## config.mk

```make
export PLATFORM = sky130hd
export DESIGN_NAME = two_level_k_nearest_selector_unit
export DESIGN_NICKNAME = d
export VERILOG_FILES = /design/src/sv/knns_pkg.sv /design/src/sv/knns_list.sv /design/src/sv/two_level_k_nearest_selector_unit.sv
export SDC_FILE = /design/constraint.sdc
export NUM_CORES = 2
export LEC_CHECK = 0
export CELL_PAD_IN_SITES_DETAIL_PLACEMENT = 0
export CELL_PAD_IN_SITES_GLOBAL_PLACEMENT = 1
export CORE_ASPECT_RATIO = 0.7
export CORE_MARGIN = 2
export CORE_UTILIZATION = 45
export CTS_CLUSTER_SIZE = 14
export DETAILED_ROUTE_END_ITERATION = 10
export DONT_BUFFER_PORTS = 1
export PLACE_DENSITY_LB_ADDON = 0.2
export SKIP_LAST_GASP = 1
export SLEW_MARGIN = 20
export SYNTH_ARGS = -nofsm -noshare
export SYNTH_HDL_FRONTEND = slang
export SYNTH_SLANG_ARGS = --single-unit
```

## constraint.sdc

```tcl
create_clock -name clock -period 18.3 [get_ports clock]
set_clock_uncertainty 0.2 [all_clocks]
set_input_delay 1.83 -clock clock [delete_from_list [all_inputs] [get_ports clock]]
set_output_delay 1.83 -clock clock [all_outputs]
set_load 0.05 [all_outputs]
```

## src/sv/knns_pkg.sv

```systemverilog
// knns_pkg: shared types and constants of the two-level k-nearest selector
// holds payload structs, list entry type, state enums and code constants
// no dependencies
package knns_pkg;

   localparam int COORD_BITS = 16;
   localparam int ID_BITS    = 16;
   localparam int DIST_BITS  = 34;
   localparam int CNT_BITS   = 5;
   localparam int SQ_BITS    = 2 * COORD_BITS;
   localparam int CSR_IDX_BITS = 2;

   // register indexes of the configuration port
   localparam logic [CSR_IDX_BITS-1:0] CSR_QUERY_X = 2'd0;
   localparam logic [CSR_IDX_BITS-1:0] CSR_QUERY_Y = 2'd1;
   localparam logic [CSR_IDX_BITS-1:0] CSR_QUERY_Z = 2'd2;
   localparam logic [CSR_IDX_BITS-1:0] CSR_KEEP    = 2'd3;

   localparam logic [CNT_BITS-1:0] KEEP_RESET = 5'd16;

   typedef enum logic [1:0] {
      OP_CLEAR_PASS = 2'd0,
      OP_CLEAR_ALL  = 2'd1,
      OP_OFFER      = 2'd2,
      OP_DRAIN      = 2'd3
   } opcode_type;

   typedef struct packed {
      opcode_type                   opcode;
      logic signed [COORD_BITS-1:0] cand_x;
      logic signed [COORD_BITS-1:0] cand_y;
      logic signed [COORD_BITS-1:0] cand_z;
      logic [ID_BITS-1:0]           point_id;
   } req_type;

   typedef struct packed {
      logic                 pass_accepted;
      logic                 overall_accepted;
      logic [CNT_BITS-1:0]  pass_count;
      logic [CNT_BITS-1:0]  overall_count;
      logic                 entry_valid;
      logic [ID_BITS-1:0]   out_id;
      logic [DIST_BITS-1:0] out_distance;
      logic                 last;
   } rsp_type;

   // one stored list entry
   typedef struct packed {
      logic [DIST_BITS-1:0] distance;
      logic [ID_BITS-1:0]   id;
   } entry_type;

   typedef enum logic [1:0] {
      LS_IDLE,
      LS_TAIL,
      LS_SCAN,
      LS_PLACE
   } list_state_type;

   typedef enum logic [2:0] {
      TS_IDLE,
      TS_DIST,
      TS_START,
      TS_PASS,
      TS_BEST,
      TS_REPLY,
      TS_DRAIN,
      TS_DEND
   } top_state_type;

endpackage

```

## src/sv/knns_list.sv

```systemverilog
// knns_list: one sorted candidate list held in a synchronous memory
// inserts by scanning from the tail, one shift per cycle; depends on knns_pkg
module knns_list #(
   parameter int MAX_KEEP = 16,
   localparam int FW = $clog2(MAX_KEEP + 1),
   localparam int AW = (MAX_KEEP > 1) ? $clog2(MAX_KEEP) : 1
) (
   input  logic                          clock,
   input  logic                          reset,
   input  logic                          ins_start,
   input  logic [knns_pkg::DIST_BITS-1:0] ins_dist,
   input  logic [knns_pkg::ID_BITS-1:0]   ins_id,
   input  logic [FW-1:0]                 lim,
   input  logic                          clear,
   input  logic [AW-1:0]                 rd_addr,
   output knns_pkg::entry_type           rd_data,
   output logic                          ins_done,
   output logic                          ins_taken,
   output logic [FW-1:0]                 fill
);
   import knns_pkg::*;

   entry_type      mem [MAX_KEEP];
   entry_type      rdata_ff;
   list_state_type state_ff, state_in;
   logic [FW-1:0]  pos_ff, pos_in;
   logic [FW-1:0]  base_ff, base_in;
   logic [FW-1:0]  fill_ff, fill_in;
   logic [DIST_BITS-1:0] dist_ff;
   logic [ID_BITS-1:0]   id_ff;
   logic           done_ff, taken_ff;

   logic           full, tail_hit, scan_move;
   logic [AW-1:0]  raddr, waddr;
   logic           we, done, taken;
   entry_type      wdata, fresh;
   logic [FW-1:0]  base_cur;

   assign full      = fill_ff >= lim;
   assign tail_hit  = dist_ff < rdata_ff.distance;
   assign scan_move = rdata_ff.distance > dist_ff;

   // next state
   always_comb begin
      state_in = state_ff;
      case (state_ff)
         LS_IDLE: begin
            if (ins_start && fill_ff != '0) state_in = full ? LS_TAIL : LS_SCAN;
         end
         LS_TAIL: begin
            state_in = (tail_hit && base_ff != '0) ? LS_SCAN : LS_IDLE;
         end
         LS_SCAN: begin
            if (!scan_move) state_in = LS_IDLE;
            else if (pos_ff == FW'(1)) state_in = LS_PLACE;
         end
         LS_PLACE: state_in = LS_IDLE;
         default:  state_in = LS_IDLE;
      endcase
   end

   // memory ports and completion
   always_comb begin
      raddr = rd_addr;
      we    = 1'b0;
      waddr = '0;
      fresh = '{distance: dist_ff, id: id_ff};
      wdata = fresh;
      done  = 1'b0;
      taken = 1'b0;
      case (state_ff)
         LS_IDLE: begin
            if (ins_start) begin
               raddr = AW'(fill_ff - FW'(1));
               if (fill_ff == '0) begin
                  we    = 1'b1;
                  wdata = '{distance: ins_dist, id: ins_id};
                  done  = 1'b1;
                  taken = 1'b1;
               end
            end
         end
         LS_TAIL: begin
            if (!tail_hit) begin
               done = 1'b1;
            end else if (base_ff == '0) begin
               we    = 1'b1;
               done  = 1'b1;
               taken = 1'b1;
            end else begin
               raddr = AW'(base_ff - FW'(1));
            end
         end
         LS_SCAN: begin
            waddr = AW'(pos_ff);
            we    = 1'b1;
            if (scan_move) begin
               wdata = rdata_ff;
               raddr = AW'(pos_ff - FW'(2));
            end else begin
               done  = 1'b1;
               taken = 1'b1;
            end
         end
         LS_PLACE: begin
            we    = 1'b1;
            done  = 1'b1;
            taken = 1'b1;
         end
         default: ;
      endcase
   end

   // working registers
   assign base_cur = (state_ff == LS_IDLE) ? fill_ff : base_ff;

   always_comb begin
      pos_in  = pos_ff;
      base_in = base_ff;
      fill_in = fill_ff;
      if (state_ff == LS_IDLE && ins_start) begin
         base_in = full ? fill_ff - FW'(1) : fill_ff;
         pos_in  = base_in;
      end else if (state_ff == LS_SCAN && scan_move) begin
         pos_in = pos_ff - FW'(1);
      end
      if (clear) fill_in = '0;
      else if (done && taken) fill_in = base_cur + FW'(1);
   end

   always_ff @(posedge clock) begin
      if (reset) begin
         state_ff <= LS_IDLE;
         fill_ff  <= '0;
         done_ff  <= 1'b0;
         taken_ff <= 1'b0;
      end else begin
         state_ff <= state_in;
         fill_ff  <= fill_in;
         done_ff  <= done;
         taken_ff <= taken;
      end
   end

   always_ff @(posedge clock) begin
      pos_ff  <= pos_in;
      base_ff <= base_in;
      if (state_ff == LS_IDLE && ins_start) begin
         dist_ff <= ins_dist;
         id_ff   <= ins_id;
      end
   end

   // list memory: scan writes entry pos while reading pos-2, so no overlap
   always_ff @(posedge clock) begin
      if (we) mem[waddr] <= wdata;
      rdata_ff <= mem[raddr];
   end

   assign rd_data   = rdata_ff;
   assign ins_done  = done_ff;
   assign ins_taken = taken_ff;
   assign fill      = fill_ff;

`ifndef SYNTHESIS
   a_fill_bound: assert property (@(posedge clock) disable iff (reset)
      fill_ff <= FW'(MAX_KEEP))
      else $error("list fill above capacity");
   a_done_idle: assert property (@(posedge clock) disable iff (reset)
      done_ff |-> state_ff == LS_IDLE)
      else $error("list done while still inserting");
   a_taken_done: assert property (@(posedge clock) disable iff (reset)
      taken_ff |-> done_ff)
      else $error("list taken without done");
   a_fill_step: assert property (@(posedge clock) disable iff (reset)
      (!clear && state_ff != LS_IDLE) |=> fill_ff >= $past(fill_ff))
      else $error("list fill dropped during insert");
`endif

endmodule

```

## src/sv/two_level_k_nearest_selector_unit.sv

```systemverilog
// two_level_k_nearest_selector_unit: top level of the k-nearest selector
// pass and overall lists in knns_list memories; depends on knns_pkg, knns_list
//
//  channel  ports                          transfer
//  request  start, busy, req_data          start high while busy low
//  result   rsp_valid, rsp_data            every cycle rsp_valid is high
//  config   csr_we, csr_index, csr_wdata   every cycle csr_we is high
//
// clear: a single reply. offer: the distance is registered, then the pass list and, if
// taken there, the overall list insert it (at once when empty, else scanning from the
// tail), then a reply. drain: one memory read per entry through the overall list port.
// synchronous reset empties both lists; list entries need no clearing.
// results go out one per cycle with no stall from the receiver.
module two_level_k_nearest_selector_unit #(
   parameter int MAX_KEEP = 16,
   parameter int DIMS     = 3
) (
   input  logic                               clock,
   input  logic                               reset,
   input  logic                               start,
   output logic                               busy,
   input  knns_pkg::req_type                  req_data,
   output logic                               rsp_valid,
   output knns_pkg::rsp_type                  rsp_data,
   input  logic                               csr_we,
   input  logic [knns_pkg::CSR_IDX_BITS-1:0]  csr_index,
   input  logic [knns_pkg::COORD_BITS-1:0]    csr_wdata
);
   import knns_pkg::*;

   localparam int FW = $clog2(MAX_KEEP + 1);
   localparam int AW = (MAX_KEEP > 1) ? $clog2(MAX_KEEP) : 1;

   top_state_type state_ff, state_in;
   logic [COORD_BITS-1:0] qx_ff, qy_ff, qz_ff;
   logic [CNT_BITS-1:0]   keep_ff;
   logic [FW-1:0]         lim;

   logic [ID_BITS-1:0]    id_ff;
   logic [SQ_BITS-1:0]    sq_ff [3];
   logic [SQ_BITS-1:0]    sq_in [3];
   logic                  same_ff, same_in;
   logic [DIST_BITS-1:0]  dist_ff;
   logic                  pa_ff, oa_ff;
   logic [FW-1:0]         cnt_ff, idx_ff, emit_idx_ff;
   logic                  emit_ff;

   logic                  accept;
   logic                  pass_start, best_start, pass_clear, best_clear;
   logic                  pass_done, pass_taken, best_done, best_taken;
   logic [FW-1:0]         pass_fill, best_fill;
   entry_type             pass_rd, best_rd;

   assign accept = start && !busy;
   assign busy   = state_ff != TS_IDLE;

   // configuration registers
   always_ff @(posedge clock) begin
      if (reset) begin
         qx_ff   <= '0;
         qy_ff   <= '0;
         qz_ff   <= '0;
         keep_ff <= KEEP_RESET;
      end else if (csr_we) begin
         case (csr_index)
            CSR_QUERY_X: qx_ff   <= csr_wdata;
            CSR_QUERY_Y: qy_ff   <= csr_wdata;
            CSR_QUERY_Z: qz_ff   <= csr_wdata;
            CSR_KEEP:    keep_ff <= csr_wdata[CNT_BITS-1:0];
            default: ;
         endcase
      end
   end

   // capacity clamped to 1..MAX_KEEP
   always_comb begin
      if (keep_ff == '0) lim = FW'(1);
      else if (int'(keep_ff) > MAX_KEEP) lim = FW'(MAX_KEEP);
      else lim = FW'(keep_ff);
   end

   // per-axis squared difference, one multiplier each
   always_comb begin
      logic signed [COORD_BITS-1:0] cv [3];
      logic signed [COORD_BITS-1:0] qv [3];
      logic signed [COORD_BITS:0]   diff;
      logic [COORD_BITS:0]          mag;
      cv[0] = req_data.cand_x;
      cv[1] = req_data.cand_y;
      cv[2] = req_data.cand_z;
      qv[0] = qx_ff;
      qv[1] = qy_ff;
      qv[2] = qz_ff;
      same_in = 1'b1;
      for (int i = 0; i < 3; i++) begin
         diff = (COORD_BITS + 1)'(cv[i]) - (COORD_BITS + 1)'(qv[i]);
         mag  = diff[COORD_BITS] ? -diff : diff;
         if (i < DIMS) begin
            sq_in[i] = mag[COORD_BITS-1:0] * mag[COORD_BITS-1:0];
            if (cv[i] != qv[i]) same_in = 1'b0;
         end else begin
            sq_in[i] = '0;
         end
      end
   end

   // next state
   always_comb begin
      state_in = state_ff;
      case (state_ff)
         TS_IDLE: begin
            if (accept) begin
               case (req_data.opcode)
                  OP_OFFER: state_in = TS_DIST;
                  OP_DRAIN: state_in = (best_fill == '0) ? TS_REPLY : TS_DRAIN;
                  default:  state_in = TS_REPLY;
               endcase
            end
         end
         TS_DIST:  state_in = TS_START;
         TS_START: state_in = same_ff ? TS_REPLY : TS_PASS;
         TS_PASS: begin
            if (pass_done) state_in = pass_taken ? TS_BEST : TS_REPLY;
         end
         TS_BEST: begin
            if (best_done) state_in = TS_REPLY;
         end
         TS_REPLY: state_in = TS_IDLE;
         TS_DRAIN: begin
            if (idx_ff == cnt_ff - FW'(1)) state_in = TS_DEND;
         end
         TS_DEND: state_in = TS_IDLE;
         default: state_in = TS_IDLE;
      endcase
   end

   // list control and result outputs
   always_comb begin
      pass_start = (state_ff == TS_START) && !same_ff;
      best_start = (state_ff == TS_PASS) && pass_done && pass_taken;
      pass_clear = accept && (req_data.opcode == OP_CLEAR_PASS ||
                              req_data.opcode == OP_CLEAR_ALL);
      best_clear = (accept && req_data.opcode == OP_CLEAR_ALL) ||
                   state_ff == TS_DEND;
      rsp_valid  = 1'b0;
      rsp_data   = '0;
      rsp_data.pass_count = CNT_BITS'(pass_fill);
      case (state_ff)
         TS_REPLY: begin
            rsp_valid = 1'b1;
            rsp_data.pass_accepted    = pa_ff;
            rsp_data.overall_accepted = oa_ff;
            rsp_data.overall_count    = CNT_BITS'(best_fill);
            rsp_data.last             = 1'b1;
         end
         TS_DRAIN, TS_DEND: begin
            rsp_valid = emit_ff;
            rsp_data.overall_count = CNT_BITS'(cnt_ff - FW'(1) - emit_idx_ff);
            rsp_data.entry_valid   = 1'b1;
            rsp_data.out_id        = best_rd.id;
            rsp_data.out_distance  = best_rd.distance;
            rsp_data.last          = emit_idx_ff == cnt_ff - FW'(1);
         end
         default: ;
      endcase
   end

   always_ff @(posedge clock) begin
      if (reset) begin
         state_ff <= TS_IDLE;
         emit_ff  <= 1'b0;
      end else begin
         state_ff <= state_in;
         emit_ff  <= state_ff == TS_DRAIN;
      end
   end

   // item registers
   always_ff @(posedge clock) begin
      if (accept) begin
         id_ff   <= req_data.point_id;
         same_ff <= same_in;
         sq_ff   <= sq_in;
         pa_ff   <= 1'b0;
         oa_ff   <= 1'b0;
         cnt_ff  <= best_fill;
         idx_ff  <= '0;
      end else begin
         if (state_ff == TS_PASS && pass_done) pa_ff <= pass_taken;
         if (state_ff == TS_BEST && best_done) oa_ff <= best_taken;
         if (state_ff == TS_DRAIN) idx_ff <= idx_ff + FW'(1);
      end
      if (state_ff == TS_DIST) begin
         dist_ff <= DIST_BITS'(sq_ff[0]) + DIST_BITS'(sq_ff[1]) + DIST_BITS'(sq_ff[2]);
      end
      emit_idx_ff <= idx_ff;
   end

   knns_list #(.MAX_KEEP(MAX_KEEP)) u_pass (
      .clock     (clock),
      .reset     (reset),
      .ins_start (pass_start),
      .ins_dist  (dist_ff),
      .ins_id    (id_ff),
      .lim       (lim),
      .clear     (pass_clear),
      .rd_addr   ('0),
      .rd_data   (pass_rd),
      .ins_done  (pass_done),
      .ins_taken (pass_taken),
      .fill      (pass_fill)
   );

   knns_list #(.MAX_KEEP(MAX_KEEP)) u_best (
      .clock     (clock),
      .reset     (reset),
      .ins_start (best_start),
      .ins_dist  (dist_ff),
      .ins_id    (id_ff),
      .lim       (lim),
      .clear     (best_clear),
      .rd_addr   (AW'(idx_ff)),
      .rd_data   (best_rd),
      .ins_done  (best_done),
      .ins_taken (best_taken),
      .fill      (best_fill)
   );

`ifndef SYNTHESIS
   a_idle_quiet: assert property (@(posedge clock) disable iff (reset)
      !busy |-> !rsp_valid)
      else $error("result while idle");
   a_accept_busy: assert property (@(posedge clock) disable iff (reset)
      accept |=> busy)
      else $error("accepted item did not start");
   a_reply_last: assert property (@(posedge clock) disable iff (reset)
      (rsp_valid && !rsp_data.entry_valid) |-> rsp_data.last)
      else $error("single reply without last");
   a_overall_sub: assert property (@(posedge clock) disable iff (reset)
      (rsp_valid && rsp_data.overall_accepted) |-> rsp_data.pass_accepted)
      else $error("overall entry without pass entry");
   a_pass_head: assert property (@(posedge clock) disable iff (reset)
      (state_ff == TS_IDLE && pass_fill != '0) |-> !$isunknown(pass_rd))
      else $error("pass list head unknown while filled");
`endif

endmodule
```

Yosys cells after proc, flatten, opt, wreduce, memory -nomap -nowiden:

Memories as Yosys holds them, arrays and structs flattened. A register that Yosys moved wholly into a read port is not among the register bits.
Cells that the tools add are included.

* logic and storage cells: 234
* memory bits (writable): 1600
* bits of input ports: 88
* register bits after elaboration: 359
* memories: 2
* output and inout port bits: 66

* multipliers: 3
* mux-type cells: 82
* $lt $le $gt $ge: 7
* eq/ne operators: 34
* add/sub/neg operators: 21
* reduce and logical (&&, ||, !) cells: 52

Memory list
* u_best.mem: depth 16, bits a word 50, read ports 1, clocked after memory_dff 1, write ports 1, RTL line knns_list.sv:23 `entry_type mem [MAX_KEEP];`
* u_pass.mem: depth 16, bits a word 50, read ports 1, clocked after memory_dff 1, write ports 1, RTL line knns_list.sv:23

Operators by type and width (count)
* $mux 50: 6
* $pmux 50 s2: 2
* $mul 16x16->32: 3
* $gt 34x34->1: 2
* $lt 34x34->1: 2
* $mux 51: 1
* $sub 16x16->17: 3
* $mux 5: 10
* $mux 16: 3
* $ne 16x16->1: 3
* $neg 16->16: 3
* $mux 4: 10
* $add 33x32->34: 1
* $add 32x32->33: 1
* $logic_not 5->1: 5
* $sub 5x1->5 const B: 5
* $mux 2: 12
* $pmux 4 s3: 2
* $pmux 3 s7: 1
* $reduce_bool 5->1: 4
* $mux 1: 18
* $logic_and 1x1->1: 17
* $eq 2x2->1 const B: 8
* $pmux 1 s4: 4
* 30 further kinds: 73

Logic depth before layout (Yosys ltp):

* depth in word-level cells: 7
* gate-level depth with buffers: 40
* mapped depth without buffers: 38

Hierarchy:

Synthesis repeated with hierarchy kept, for this count alone.

* cells, all modules: 8563
* area, all modules: 110203.2 um2

By module, submodules not included
* knns_list at u_pass: area an instance 38679.6 um2, seq. area each 27005.9 um2, cells each 2808, instances 1
* knns_list at u_best: area an instance 36508.8 um2, seq. area each 27005.9 um2, cells each 1882, instances 1
* two_level_k_nearest_selector_unit: area an instance 35014.8 um2, seq. area each 5855.6 um2, cells each 3873, instances 1

Least setup slack after synthesis:

No wires, ideal clock.

* path type: input port to flip-flop
* start point: input req_data[16] (netlist name)
* end point: register sq_ff[31] (netlist name) (data pin)
* data arrival time: 10134 ps
* path buffers: 1
* required time: 17839 ps
* stages on the path: 36
* path slack: 7705 ps
* library setup time: 261 ps
* path through: inv_1 -> ha_1 -> fa_1 -> nor2b_1 -> o31a_1 -> o31ai_1 -> a221oi_1 -> nand2b_1 -> a32oi_2 -> buf_2 -> nor2_1 -> xnor2_2 -> clkinv_1 -> nand2_1 -> inv_1 -> fa_1 -> inv_1 -> fa_1 -> inv_1 -> fa_1 -> inv_1 -> fa_1 -> fa_1 -> fa_1 -> inv_1 -> ha_1 -> a21oi_1 -> o21ai_0 -> a32o_1 -> a21o_1 -> o211a_1 -> a221o_1 -> a21o_1 -> a21oi_1 -> o21ai_0 -> xnor2_1

RTL lines
* from (decl): RTL line two_level_k_nearest_selector_unit.sv:22 `input knns_pkg::req_type req_data,`
* to (signal assigned): RTL line two_level_k_nearest_selector_unit.sv:183 `sq_ff <= sq_in;`
* to (decl): RTL line two_level_k_nearest_selector_unit.sv:40 `logic [SQ_BITS-1:0] sq_ff [3];`

==> results.json <==
{
  "status": "complete, no violations",
  "cp.arrival_ns": 11.64,
  "finalCriticalPeriod_ns": 11.30,
  "syn_avg_cell_area_um2": 12.65,
  "rows": 142,
  "antenna_left": 0,
  "worstSetupEndpointType": "flop",
  "synth_async_sr_flop_share": 0,
  "cts_tree": "done",
  "initial_core_util": 0.4522,
  "ys_ff_latch": 1768,
  "rsz0062_at_grt": "false",
  "cts_setup_buffers": 0,
  "cts_buffers": 177,
  "drt-initial-drc-count": 6669,
  "setup_viol": 0,
  "io_pins": 154,
  "fill_cells": 18720,
  "crit_path_frequent_cell": "fa_1",
  "dpl_cell_area_mm2": 0.1005,
  "antenna_found_initial": 10,
  "multi_input_area_mm2": 0.04078,
  "die_area_mm2": 0.2187,
  "die_w_um": 558.2,
  "max_slew.worst_pin.slew_ns": 1.152,
  "gp_congestion": 0.8610,
  "overflow": 0,
  "nets": 8737,
  "synthCells": 7647,
  "gr-usage-all-layers": 0.2429,
  "hold_class": "flop to flop",
  "clock_sinks": 1768,
  "ys_types": 96,
  "crit_type": "primary input to flop",
  "first_pass_iters": 9,
  "crit_fanout": 16,
  "crit_path_top_delay_cell": "a32oi_2",
  "num_antenna_cells": 0,
  "netlist_area_mm2": 0.09673,
  "maxCapViolCount": 0,
  "fin_tns_setup_ns": 0,
  "grt_pass1_vias": 59520,
  "synthToLayoutAreaGrowth_pct": 9.704,
  "wl_per_cell_um": 25.02,
  "seq_area_frac_synth": 0.5312,
  "cts_buffer_depth": 4,
  "grt_max_degree": 147,
  "grt_pass1_wl_mm": 394.7,
  "vias": 60240,
  "core-area_mm2": 0.2139,
  "cts_hold_buf": 0,
  "routed_wl_mm": 267.2,
  "synth_edf_count": 1597,
  "slew_headroom": 0.2294,
  "drive_gt1_frac": 0.07463,
  "final_common_cell": "edfxtp_1",
  "slowest_delay_ns": 0.68,
  "clockRootBuffer": "clkbuf_16",
  "clk_pin_slew_ns": 0.06,
  "seq_area_mm2": 0.05138,
  "clock_latency_ns": 0.86,
  "ys_dominant_reg_cell": "edfxtp_1",
  "slew_viol_final": 0,
  "numPortBuffers": 0,
  "cp-start-kind": "primary input",
  "viasPerCell": 5.642,
  "period_share": 0.6176,
  "synth_warnings": 0,
  "place_hpwl_mm": 177.6,
  "hold_viol_final": 0,
  "htreeDepth": 4,
  "die_height_um": 391.9,
  "ctsResizeCount": 0,
  "layout_common_cells": "edfxtp_1 (1597), inv_1 (956), nand2_1 (701)",
  "drc": 0,
  "cp_data_required_time_ns": 18.63,
  "max_freq_mhz": 88.48,
  "fin_area_mm2": 0.1061
}
## final timing paths
kind                                  endpoint  slack (ns)  depth (start not counted)    startpoint
worst max-delay path                 sq_ff[31]        7.00                         35  req_data[16]
worst max register to register       sq_ff[31]        7.77                         34      qz_ff[0]
worst min-delay path            emit_idx_ff[4]        0.20                          0     idx_ff[4]
worst min register to register  emit_idx_ff[4]        0.20                          0     idx_ff[4]
## routing by layer
metal  up-vias  wire [um]  track usage
met5         -        116            0
met4        18       4253      0.04183
met3       266      22470      0.04905
met2      2052     112400       0.3507
met1     30640     128000       0.3795
li1      27270          -            -
## flip-flops by register name (all words and copies together) (netlist names), 16 cells and up
name / flops
sq_ff: 93
u_pass.dist_ff: 34
qz_ff: 16
u_best.id_ff: 16
u_best.dist_ff: 34
u_best.rd_data: 50
id_ff: 16
u_pass.mem: 544
dist_ff: 34
qx_ff: 16
u_pass.rd_data: 34
qy_ff: 16
u_best.mem: 800
## kinds of logic after synthesis
family / count (synthesis) / synth area share
adders and majority gates: 992 / 0.1689
AOI/OAI and AO/OA: 1149 / 0.08670
muxes: 649 / 0.06830
xor gates and xnor gates: 243 / 0.02253
buffers and inverters: 1286 / 0.05188
DFF: 1768 / 0.5312
other: 1 / 0.00003877
and+or+nand+nor: 1559 / 0.07049
## per-stage QoR
stage | worst slack (ns) | hold slack, ns | cells | util
CTS | 7.085 | 0.1947 | 10680 | 0.4959
floorplan | 7.705 | 0.1290 | 7649 | -
detailed placement | 6.259 | 0.1879 | 10360 | 0.4697
global route | 6.215 | 0.2070 | 10680 | 0.4961
global placement | 6.488 | 0.1848 | 10360 | 0.4694
finish | 6.998 | 0.1956 | 10680 | 0.4961
## synthesized netlist by cell type (all sizes together) (83+ instances only)
cell / count / area share
a21oi: 283 / 0.015
a221oi: 105 / 0.0095
a222oi: 83 / 0.0086
a32o: 101 / 0.010
buf: 95 / 0.0057
clkbuf: 212 / 0.0082
dfxtp: 171 / 0.035
edfxtp: 1597 / 0.50
fa: 523 / 0.11
ha: 469 / 0.061
inv: 966 / 0.037
mux2: 88 / 0.010
mux2i: 561 / 0.058
nand2: 704 / 0.027
nor2: 454 / 0.018
o21ai: 129 / 0.0067
xnor2: 159 / 0.015
xor2: 83 / 0.0075
## worst max-delay path, delay by kind of cell
family,cells,cell delay (ns)
simple gates,4,0.66
compound gates,13,3.45
buf+inv,7,0.86
xor+xnor,2,0.82
fa+ha+maj,9,3.98
## cell type report
| class | instances | share of cell area |
|---|---|---|
| timing repair buffer | 136 | 0.01020 |
| clock inverter | 60 | 0.005978 |
| inverter | 979 | 0.03463 |
| clock buffer | 260 | 0.04677 |
| sequential | 1768 | 0.4842 |
| multi-input combinational | 4595 | 0.3843 |
| tap | 2880 | 0.03396 |
Power is left out: the tool's default activity adds up to more than one toggle a clock period on the data nets, which glitch-free logic cannot reach.
